<file path="src/rie_pkg.sv">
// ----------------------------------------------------------------------------
// rie_pkg - shared types and constants of the RLP item encoder
// Widths, header offsets and the command word passed from front to back.
// ----------------------------------------------------------------------------
package rie_pkg;

	localparam int BYTE_W            = 8;
	localparam int LEN_W             = 32;
	// a 32-bit length never needs more than four length bytes
	localparam int LEN_BYTES         = LEN_W / BYTE_W;
	localparam int NLEN_W            = $clog2(LEN_BYTES + 1);
	localparam int SEL_W             = $clog2(LEN_BYTES);
	// header byte + length bytes + one payload byte
	localparam int MAX_RESULTS       = LEN_BYTES + 2;
	localparam int POS_W             = $clog2(MAX_RESULTS);
	localparam int MAX_LEN_BYTES_DEF = 4;

	localparam logic [LEN_W-1:0]  SHORT_LIMIT = 32'd55;
	localparam logic [BYTE_W-1:0] STR_SHORT   = 8'h80;
	localparam logic [BYTE_W-1:0] STR_LONG    = 8'hb7;
	localparam logic [BYTE_W-1:0] LIST_SHORT  = 8'hc0;
	localparam logic [BYTE_W-1:0] LIST_LONG   = 8'hf7;

	// one classified input item: which bytes to emit and the flags of its last byte
	typedef struct packed {
		logic                hdr_valid;
		logic [BYTE_W-1:0]   hdr_byte;
		logic [NLEN_W-1:0]   nlen;
		logic [LEN_W-1:0]    len;
		logic                data_valid;
		logic [BYTE_W-1:0]   data_byte;
		logic                done;
		logic                orphan;
	} cmd_t;

	typedef struct packed {
		logic head_valid;
		logic full;
	} q_status_t;

endpackage

</file>
<file path="src/rie_front.sv">
// ----------------------------------------------------------------------------
// rie_front - item classifier
// Saturates the length, builds the header and tracks the bytes still owed.
// ----------------------------------------------------------------------------
module rie_front #(
	parameter int MAX_LEN_BYTES = rie_pkg::MAX_LEN_BYTES_DEF
) (
	input  logic                               clk,
	input  logic                               arst_n,
	input  logic                               accept,
	input  logic                               start_req,
	input  logic                               is_list,
	input  logic [rie_pkg::LEN_W-1:0]          payload_length,
	input  logic [rie_pkg::BYTE_W-1:0]         data_byte,
	output rie_pkg::cmd_t                      cmd
);
	import rie_pkg::*;

	localparam logic [LEN_W-1:0] LEN_CAP = (MAX_LEN_BYTES >= LEN_BYTES) ? {LEN_W{1'b1}} :
		LEN_W'((64'd1 << (BYTE_W * MAX_LEN_BYTES)) - 64'd1);

	logic [LEN_W-1:0]  rem_q;
	logic [LEN_W-1:0]  len_sat;
	logic [NLEN_W-1:0] n_bytes;
	logic [BYTE_W-1:0] off_short;
	logic [BYTE_W-1:0] off_long;
	logic              bare;
	logic              len_zero;

	assign len_sat   = (payload_length > LEN_CAP) ? LEN_CAP : payload_length;
	assign off_short = is_list ? LIST_SHORT : STR_SHORT;
	assign off_long  = is_list ? LIST_LONG : STR_LONG;
	assign len_zero  = (len_sat == '0);
	assign bare      = !is_list && (len_sat == LEN_W'(1)) && !data_byte[BYTE_W-1];

	// count of significant length bytes
	always_comb begin
		priority if (len_sat[31:24] != '0) begin
			n_bytes = NLEN_W'(4);
		end else if (len_sat[23:16] != '0) begin
			n_bytes = NLEN_W'(3);
		end else if (len_sat[15:8] != '0) begin
			n_bytes = NLEN_W'(2);
		end else begin
			n_bytes = NLEN_W'(1);
		end
	end

	always_comb begin
		cmd            = '0;
		cmd.len        = len_sat;
		cmd.data_byte  = data_byte;
		if (start_req) begin
			cmd.hdr_valid  = !bare;
			cmd.data_valid = !len_zero;
			cmd.done       = len_zero || (len_sat == LEN_W'(1));
			if (len_zero) begin
				cmd.hdr_byte = off_short;
			end else if (len_sat <= SHORT_LIMIT) begin
				cmd.hdr_byte = off_short + len_sat[BYTE_W-1:0];
			end else begin
				cmd.hdr_byte = off_long + BYTE_W'(n_bytes);
				cmd.nlen     = n_bytes;
			end
		end else begin
			cmd.data_valid = 1'b1;
			cmd.orphan     = (rem_q == '0);
			cmd.done       = (rem_q == LEN_W'(1));
		end
	end

	always_ff @(posedge clk or negedge arst_n) begin
		if (!arst_n) begin
			rem_q <= '0;
		end else if (accept) begin
			if (start_req) begin
				rem_q <= len_zero ? '0 : len_sat - LEN_W'(1);
			end else if (rem_q != '0) begin
				rem_q <= rem_q - LEN_W'(1);
			end
		end
	end

endmodule

</file>
<file path="src/rie_queue.sv">
// ----------------------------------------------------------------------------
// rie_queue - two-entry command queue
// Decouples the classifier from the byte sequencer.
// ----------------------------------------------------------------------------
module rie_queue (
	input  logic               clk,
	input  logic               arst_n,
	input  logic               push,
	input  rie_pkg::cmd_t      push_cmd,
	input  logic               pop,
	output rie_pkg::cmd_t      head,
	output rie_pkg::q_status_t status
);
	import rie_pkg::*;

	cmd_t       mem_q [2];
	logic       wr_ptr_q;
	logic       rd_ptr_q;
	logic [1:0] cnt_q;

	assign head              = mem_q[rd_ptr_q];
	assign status.head_valid = (cnt_q != 2'd0);
	assign status.full       = (cnt_q == 2'd2);

	always_ff @(posedge clk) begin
		if (push) begin
			mem_q[wr_ptr_q] <= push_cmd;
		end
	end

	always_ff @(posedge clk or negedge arst_n) begin
		if (!arst_n) begin
			wr_ptr_q <= 1'b0;
			rd_ptr_q <= 1'b0;
			cnt_q    <= 2'd0;
		end else begin
			if (push) begin
				wr_ptr_q <= !wr_ptr_q;
			end
			if (pop) begin
				rd_ptr_q <= !rd_ptr_q;
			end
			unique case ({push, pop})
				2'b10:   cnt_q <= cnt_q + 2'd1;
				2'b01:   cnt_q <= cnt_q - 2'd1;
				default: cnt_q <= cnt_q;
			endcase
		end
	end

endmodule

</file>
<file path="src/rie_back.sv">
// ----------------------------------------------------------------------------
// rie_back - byte sequencer
// Walks a command byte by byte into the output register.
// ----------------------------------------------------------------------------
module rie_back (
	input  logic                        clk,
	input  logic                        arst_n,
	input  rie_pkg::cmd_t               head,
	input  logic                        head_valid,
	output logic                        pop,
	output logic                        m_tvalid,
	input  logic                        m_tready,
	output logic [rie_pkg::BYTE_W-1:0]  m_tdata,
	output logic                        m_tlast,
	output logic [1:0]                  m_tuser
);
	import rie_pkg::*;

	logic [POS_W-1:0]  pos_q;
	logic [POS_W-1:0]  count;
	logic [POS_W-1:0]  idx;
	logic [SEL_W-1:0]  sel;
	logic [BYTE_W-1:0] cur_byte;
	logic              at_last;
	logic              adv;
	logic              valid_q;
	logic [BYTE_W-1:0] byte_q;
	logic              last_q;
	logic              done_q;
	logic              orphan_q;

	assign count   = POS_W'(head.hdr_valid) + POS_W'(head.nlen) + POS_W'(head.data_valid);
	assign at_last = (pos_q == count - POS_W'(1));
	assign adv     = head_valid && (!valid_q || m_tready);
	assign pop     = adv && at_last;
	assign idx     = pos_q - POS_W'(head.hdr_valid);
	// length bytes go out most significant first
	assign sel     = SEL_W'(POS_W'(head.nlen) - POS_W'(1) - idx);

	always_comb begin
		if (head.hdr_valid && (pos_q == '0)) begin
			cur_byte = head.hdr_byte;
		end else if (idx < POS_W'(head.nlen)) begin
			cur_byte = head.len[sel*BYTE_W +: BYTE_W];
		end else begin
			cur_byte = head.data_byte;
		end
	end

	always_ff @(posedge clk or negedge arst_n) begin
		if (!arst_n) begin
			pos_q   <= '0;
			valid_q <= 1'b0;
		end else begin
			if (adv) begin
				pos_q   <= at_last ? '0 : pos_q + POS_W'(1);
				valid_q <= 1'b1;
			end else if (m_tready) begin
				valid_q <= 1'b0;
			end
		end
	end

	always_ff @(posedge clk) begin
		if (adv) begin
			byte_q   <= cur_byte;
			last_q   <= at_last;
			done_q   <= at_last && head.done;
			orphan_q <= at_last && head.orphan;
		end
	end

	assign m_tvalid = valid_q;
	assign m_tdata  = byte_q;
	assign m_tlast  = last_q;
	assign m_tuser  = {orphan_q, done_q};

endmodule

</file>
<file path="src/rlp_item_encoder_core.sv">
// ----------------------------------------------------------------------------
// rlp_item_encoder_core - streaming RLP framer
// One payload byte in per item, RLP-framed bytes out.
// ----------------------------------------------------------------------------
// A start item (s_tuser[0]) opens a payload of the given length and emits its
// header followed by the byte it carries; later items emit one payload byte
// each. Output rate is one byte per cycle while m_tready is high, set by the
// single output register of the byte sequencer. Items causing one byte (any
// non-start item, a bare byte or a zero-length header) therefore stream at
// one per cycle while m_tready is high. A start item causes two bytes for a
// short header, three to six for a long one (header, one to four length
// bytes, the byte). A two-entry queue sits between classifier and sequencer,
// so input keeps flowing while a header expands or the output stalls, and is
// held off only once the queue is full. With the sequencer idle, the command
// of an accepted item is written to a queue entry, and its first output byte
// then to the output register before it is presented. Lengths wider than
// MAX_LEN_BYTES length bytes saturate.
// ----------------------------------------------------------------------------
module rlp_item_encoder_core #(
	parameter int MAX_LEN_BYTES = rie_pkg::MAX_LEN_BYTES_DEF
) (
	input  logic        clk,
	input  logic        arst_n,
	input  logic        s_tvalid,
	output logic        s_tready,
	input  logic [39:0] s_tdata,  // [31:0] payload_length, [39:32] data_byte
	input  logic [1:0]  s_tuser,  // [0] start_req, [1] is_list
	output logic        m_tvalid,
	input  logic        m_tready,
	output logic [7:0]  m_tdata,  // [7:0] out_byte
	output logic        m_tlast,  // last_of_run
	output logic [1:0]  m_tuser   // [0] payload_done, [1] orphan_error
);
	import rie_pkg::*;

	cmd_t      front_cmd;
	cmd_t      head;
	q_status_t q_status;
	logic      accept;
	logic      pop;

	// the queue has room for this item
	assign s_tready = !q_status.full;
	assign accept   = s_tvalid && s_tready;

	rie_front #(
		.MAX_LEN_BYTES (MAX_LEN_BYTES)
	) u_front (
		.clk            (clk),
		.arst_n         (arst_n),
		.accept         (accept),
		.start_req      (s_tuser[0]),
		.is_list        (s_tuser[1]),
		.payload_length (s_tdata[LEN_W-1:0]),
		.data_byte      (s_tdata[LEN_W +: BYTE_W]),
		.cmd            (front_cmd)
	);

	rie_queue u_queue (
		.clk      (clk),
		.arst_n   (arst_n),
		.push     (accept),
		.push_cmd (front_cmd),
		.pop      (pop),
		.head     (head),
		.status   (q_status)
	);

	rie_back u_back (
		.clk        (clk),
		.arst_n     (arst_n),
		.head       (head),
		.head_valid (q_status.head_valid),
		.pop        (pop),
		.m_tvalid   (m_tvalid),
		.m_tready   (m_tready),
		.m_tdata    (m_tdata),
		.m_tlast    (m_tlast),
		.m_tuser    (m_tuser)
	);

	// completion and orphan flags only ever mark the final byte of an item
	a_flags_on_last: assert property (@(posedge clk) disable iff (!arst_n)
		m_tvalid && (m_tuser[0] || m_tuser[1]) |-> m_tlast)
		else $error("payload flag on a byte that is not the last of its item");

	// an orphan byte never completes a payload
	a_orphan_not_done: assert property (@(posedge clk) disable iff (!arst_n)
		m_tvalid |-> !(m_tuser[0] && m_tuser[1]))
		else $error("orphan byte flagged as payload completion");

	// a command leaves the queue only when one was there
	a_pop_needs_head: assert property (@(posedge clk) disable iff (!arst_n)
		pop |-> q_status.head_valid)
		else $error("queue popped while empty");

	// with the queue full the input side must be held off
	a_full_holds_input: assert property (@(posedge clk) disable iff (!arst_n)
		q_status.full |-> !accept)
		else $error("item accepted into a full queue");

endmodule
</file>
<file path="config.mk">
export PLATFORM = sky130hd
export DESIGN_NAME = rlp_item_encoder_core
export DESIGN_NICKNAME = d
export VERILOG_FILES = /design/src/rie_pkg.sv /design/src/rie_front.sv /design/src/rie_queue.sv /design/src/rie_back.sv /design/src/rlp_item_encoder_core.sv
export SDC_FILE = /design/constraint.sdc
export NUM_CORES = 1
export LEC_CHECK = 0
export ABC_AREA = 1
export BUFFER_PORTS_ARGS = -buffer_cell sky130_fd_sc_hd__buf_2
export CAP_MARGIN = 25
export CORE_UTILIZATION = 30
export CTS_CLUSTER_SIZE = 40
export DETAILED_ROUTE_END_ITERATION = 12
export SLEW_MARGIN = 20
export SYNTH_ARGS = -nofsm -noshare
export SYNTH_HDL_FRONTEND = slang
export SYNTH_SLANG_ARGS = --single-unit
</file>
<file path="constraint.sdc">
create_clock -name clk -period 4.1 [get_ports clk]
set_clock_uncertainty 0.1 [all_clocks]
set_input_delay 0.82 -clock clk [delete_from_list [all_inputs] [get_ports clk]]
set_output_delay 0.82 -clock clk [all_outputs]
set_load 0.05 [all_outputs]
</file>
==> results_dict.tcl <==
set metrics [dict create \
    synth-simple-area-share_pct 27.0 \
    cp-end-kind "register" \
    synthCells 1060 \
    cts_tree "built" \
    async_flop_share_pct 24.8 \
    crit_type "register to register" \
    hold_viol 0 \
    swShare_pct 44.1 \
    finalInstanceArea_sq_mm 0.0104 \
    fin_nets 1182 \
    syn_area_sq_mm 0.00913 \
    synth_most_common_cell "nand2_1" \
    cp.arrival_ps 3790 \
    fmax_mhz 280 \
    synth_compound_area_share_pct 9.55 \
    drtPass1Iterations 5 \
    wl_per_cell_um 16.1 \
    vias_per_cell 4.78 \
    rows 63 \
    ant_nets 0 \
    slew_headroom_pct 45.8 \
    synth_cell_type_count 50 \
    critPathMaxFanout 16 \
    netSwitchingPower_mw 3.55 \
    power.density_mw_per_mm2 773 \
    ys_ff_latch 161 \
    leakagePower_nw 4.25 \
    antenna_found_initial 3 \
    grt_pass1_vias 6924 \
    synth_edf_count 121 \
    slew_violations 0 \
    synth-adder-area-share_pct 2.82 \
    cts_buffers 17 \
    cts_setup_buffers 0 \
    die_y_um 176 \
    min_period_over_period_pct 87.2 \
    cts_buffer_depth 2 \
    cts_hold_buf 0 \
    cts_resized 0 \
    power.share.sequential_pct 34.1 \
    core-area_sq_mm 0.0298 \
    vias 7263 \
    gp_congestion 0.862 \
    setup_viol 0 \
    die_area_sq_mm 0.0311 \
    place_hpwl_mm 17.8 \
    synth_top_family_by_area "simple AND/OR/NAND/NOR gates" \
    area_growth_pct 14.1 \
    cts.sinks 161 \
    dieWidth_um 176 \
    place_area_sq_mm 0.00983 \
    synth.area.top_cells "edfxtp_1 (40%), nand2_1 (11%), dfrtp_1 (11%)" \
    portBuffers 58 \
    synth_xor_area_share_pct 3.14 \
    yosysWarnings 0 \
    yosys-mux-area-fraction_pct 0.987 \
    tns_ps 0 \
    synth_top_area_share_pct 39.8 \
    drv_cap 0 \
    htree_levels 4 \
    drtIter0Drc 674 \
    hp-class "primary input to async pin" \
    syn-num-nets 1126 \
    pwr-share-clk_pct 19.5 \
    startpoint_type "register" \
    grt.overflow.total 0 \
    required_ps 4320 \
    ios 59 \
    nFillCells 3069 \
    drc 0 \
    outcome "finished, final reports clean" \
    cts_root_buf "clkbuf_16" \
    clk_latency_ps 430 \
    tightest_slew_ps 811 \
    ys_top_cells_by_count "nand2_1 (276), nor2_1 (193), edfxtp_1 (121), inv_1 (82), o21ai_0 (51)" \
    drive_above_1_share_pct 14.3 \
    layout_min_cycle_time_ps 3580 \
    synth_largest_area_cell "edfxtp_1" \
    yosys_most_used_dff "edfxtp_1" \
    initial_core_util_pct 30.6 \
    routed_wl_mm 24.4 \
    yosysSeqAreaShare_pct 50.8 \
    rsz0062_at_grt "false" \
    p_comb_share_pct 46.4 \
    power.internal_mw 4.50 \
    grt_max_degree 56 \
    grt_usage_pct 16.3 \
    avgSynthCellArea_sq_um 8.61 \
    grt_pass1_wl_mm 38.5 \
    clkTransAtPathRegs_ps 70 \
    irDropWorstVdd_uv 419 \
]
area by class of cell:
type | instances | area (sq um) | area share, %
Clock buffer | 17 | 425 | 4.08
Antenna cell | 1 | 2.50 | 0.0240
Tap cell | 390 | 488 | 4.68
Inverter | 85 | 319 | 3.06
Sequential cell | 161 | 4640 | 44.5
Clock inverter | 15 | 149 | 1.43
Timing Repair Buffer | 70 | 413 | 3.96
Multi-Input combinational cell | 781 | 3990 | 38.3
per-layer routing:
metal | up-vias | track usage (%) | routed length, um
met5 | - | 0 | 31
met4 | 4 | 3.88 | 265
met3 | 29 | 3.17 | 1160
met2 | 174 | 27.1 | 11700
met1 | 3444 | 21.8 | 11300
li1 | 3612 | - | -
layout by cell type (no fill, tap or decap), drive strengths merged:
cell type,instances
a211oi,2
a21oi,31
a22oi,11
a31oi,1
a41oi,1
and3,1
buf,70
bufinv,1
clkbuf,17
clkinv,6
clkinvlp,1
dfrtp,40
diode,1
edfxtp,121
fa,1
ha,19
inv,92
mux2i,9
nand2,285
nand3,44
nand3b,2
nand4,11
nor2,223
nor3,3
nor3b,2
nor4,2
o211a,1
o211ai,16
o21ai,75
o21bai,6
or2,4
xnor2,13
xor2,18
through the flow:
stage          setup WS, ps  hold slack, ps  std cells  utilization (%)  power (mW)
2_1_floorplan           122             382       1060                -        5.48
3_3_place_gp            612             405       1485             32.9        6.45
5_1_grt                 222             354       1519             35.0        8.67
6_report                524             326       1520             35.0        8.05
3_5_place_dp            543             410       1486             33.0        6.53
4_1_cts                 529             334       1518             34.9        8.11
state kept, by name (all words and copies together), names as in the netlist:
register	count
u_back.m_tvalid	1
u_queue.cnt_q	2
u_queue.mem_q	110
u_back.orphan_q	1
u_back.m_tdata	8
u_back.m_tlast	1
u_back.done_q	1
u_back.pos_q	3
u_queue.wr_ptr_q	1
u_queue.rd_ptr_q	1
u_front.rem_q	32
critical path, cell delays in order (launching register included):
cell     delay [ps]
dfrtp_2         610
inv_2           230
or2_1           270
o21ai_2          80
ha_1            250
inv_1            60
ha_1            130
inv_1            40
fa_1            450
xnor2_1         140
a21oi_1         260
nand3_2         140
inv_1            70
ha_1            240
a21oi_1         120
o21ai_0         110
xor2_1          150
logic make-up (layout without fill, tap and decap cells):
logic type / after synthesis / after routing
AOI/OAI and AO/OA: 144 / 144
xor gates and xnor gates: 31 / 31
adders and majority gates: 20 / 20
buffers and inverters: 118 / 187
DFF: 161 / 161
muxes: 9 / 9
other: 0 / 1
and+or+nand+nor: 577 / 577
power by group through the flow:
stage	Combinational [mW]	Sequential [mW]	Clock (mW)
final	3.73	2.75	1.57
after global routing	4.20	2.80	1.67
after CTS	3.77	2.75	1.59
after detailed placement	3.76	2.77	0
after global placement	3.68	2.77	0
after floorplan	2.63	2.85	0
path summary, 6_finish.rpt:
| path | startpoint | to | slack [ps] | cells after the start |
|---|---|---|---|---|
| max | u_queue.rd_ptr_q$_DFFE_PN0P_ | u_queue.cnt_q[1]$_DFFE_PN0P_ | 520 | 16 |
| min | arst_n | u_back.pos_q[0]$_DFFE_PN0P_ | 330 | 1 |
| max reg2reg | u_queue.rd_ptr_q$_DFFE_PN0P_ | u_queue.cnt_q[1]$_DFFE_PN0P_ | 520 | 16 |
| min reg2reg | u_queue.cnt_q[0]$_DFFE_PN0P_ | u_queue.cnt_q[0]$_DFFE_PN0P_ | 420 | 1 |
| max in group asynchronous | arst_n | u_front.rem_q[14]$_DFFE_PN0P_ | 3010 | 2 |
| min in group clk | u_queue.cnt_q[0]$_DFFE_PN0P_ | u_queue.cnt_q[0]$_DFFE_PN0P_ | 420 | 1 |
(Power assumes the default switching activity.)
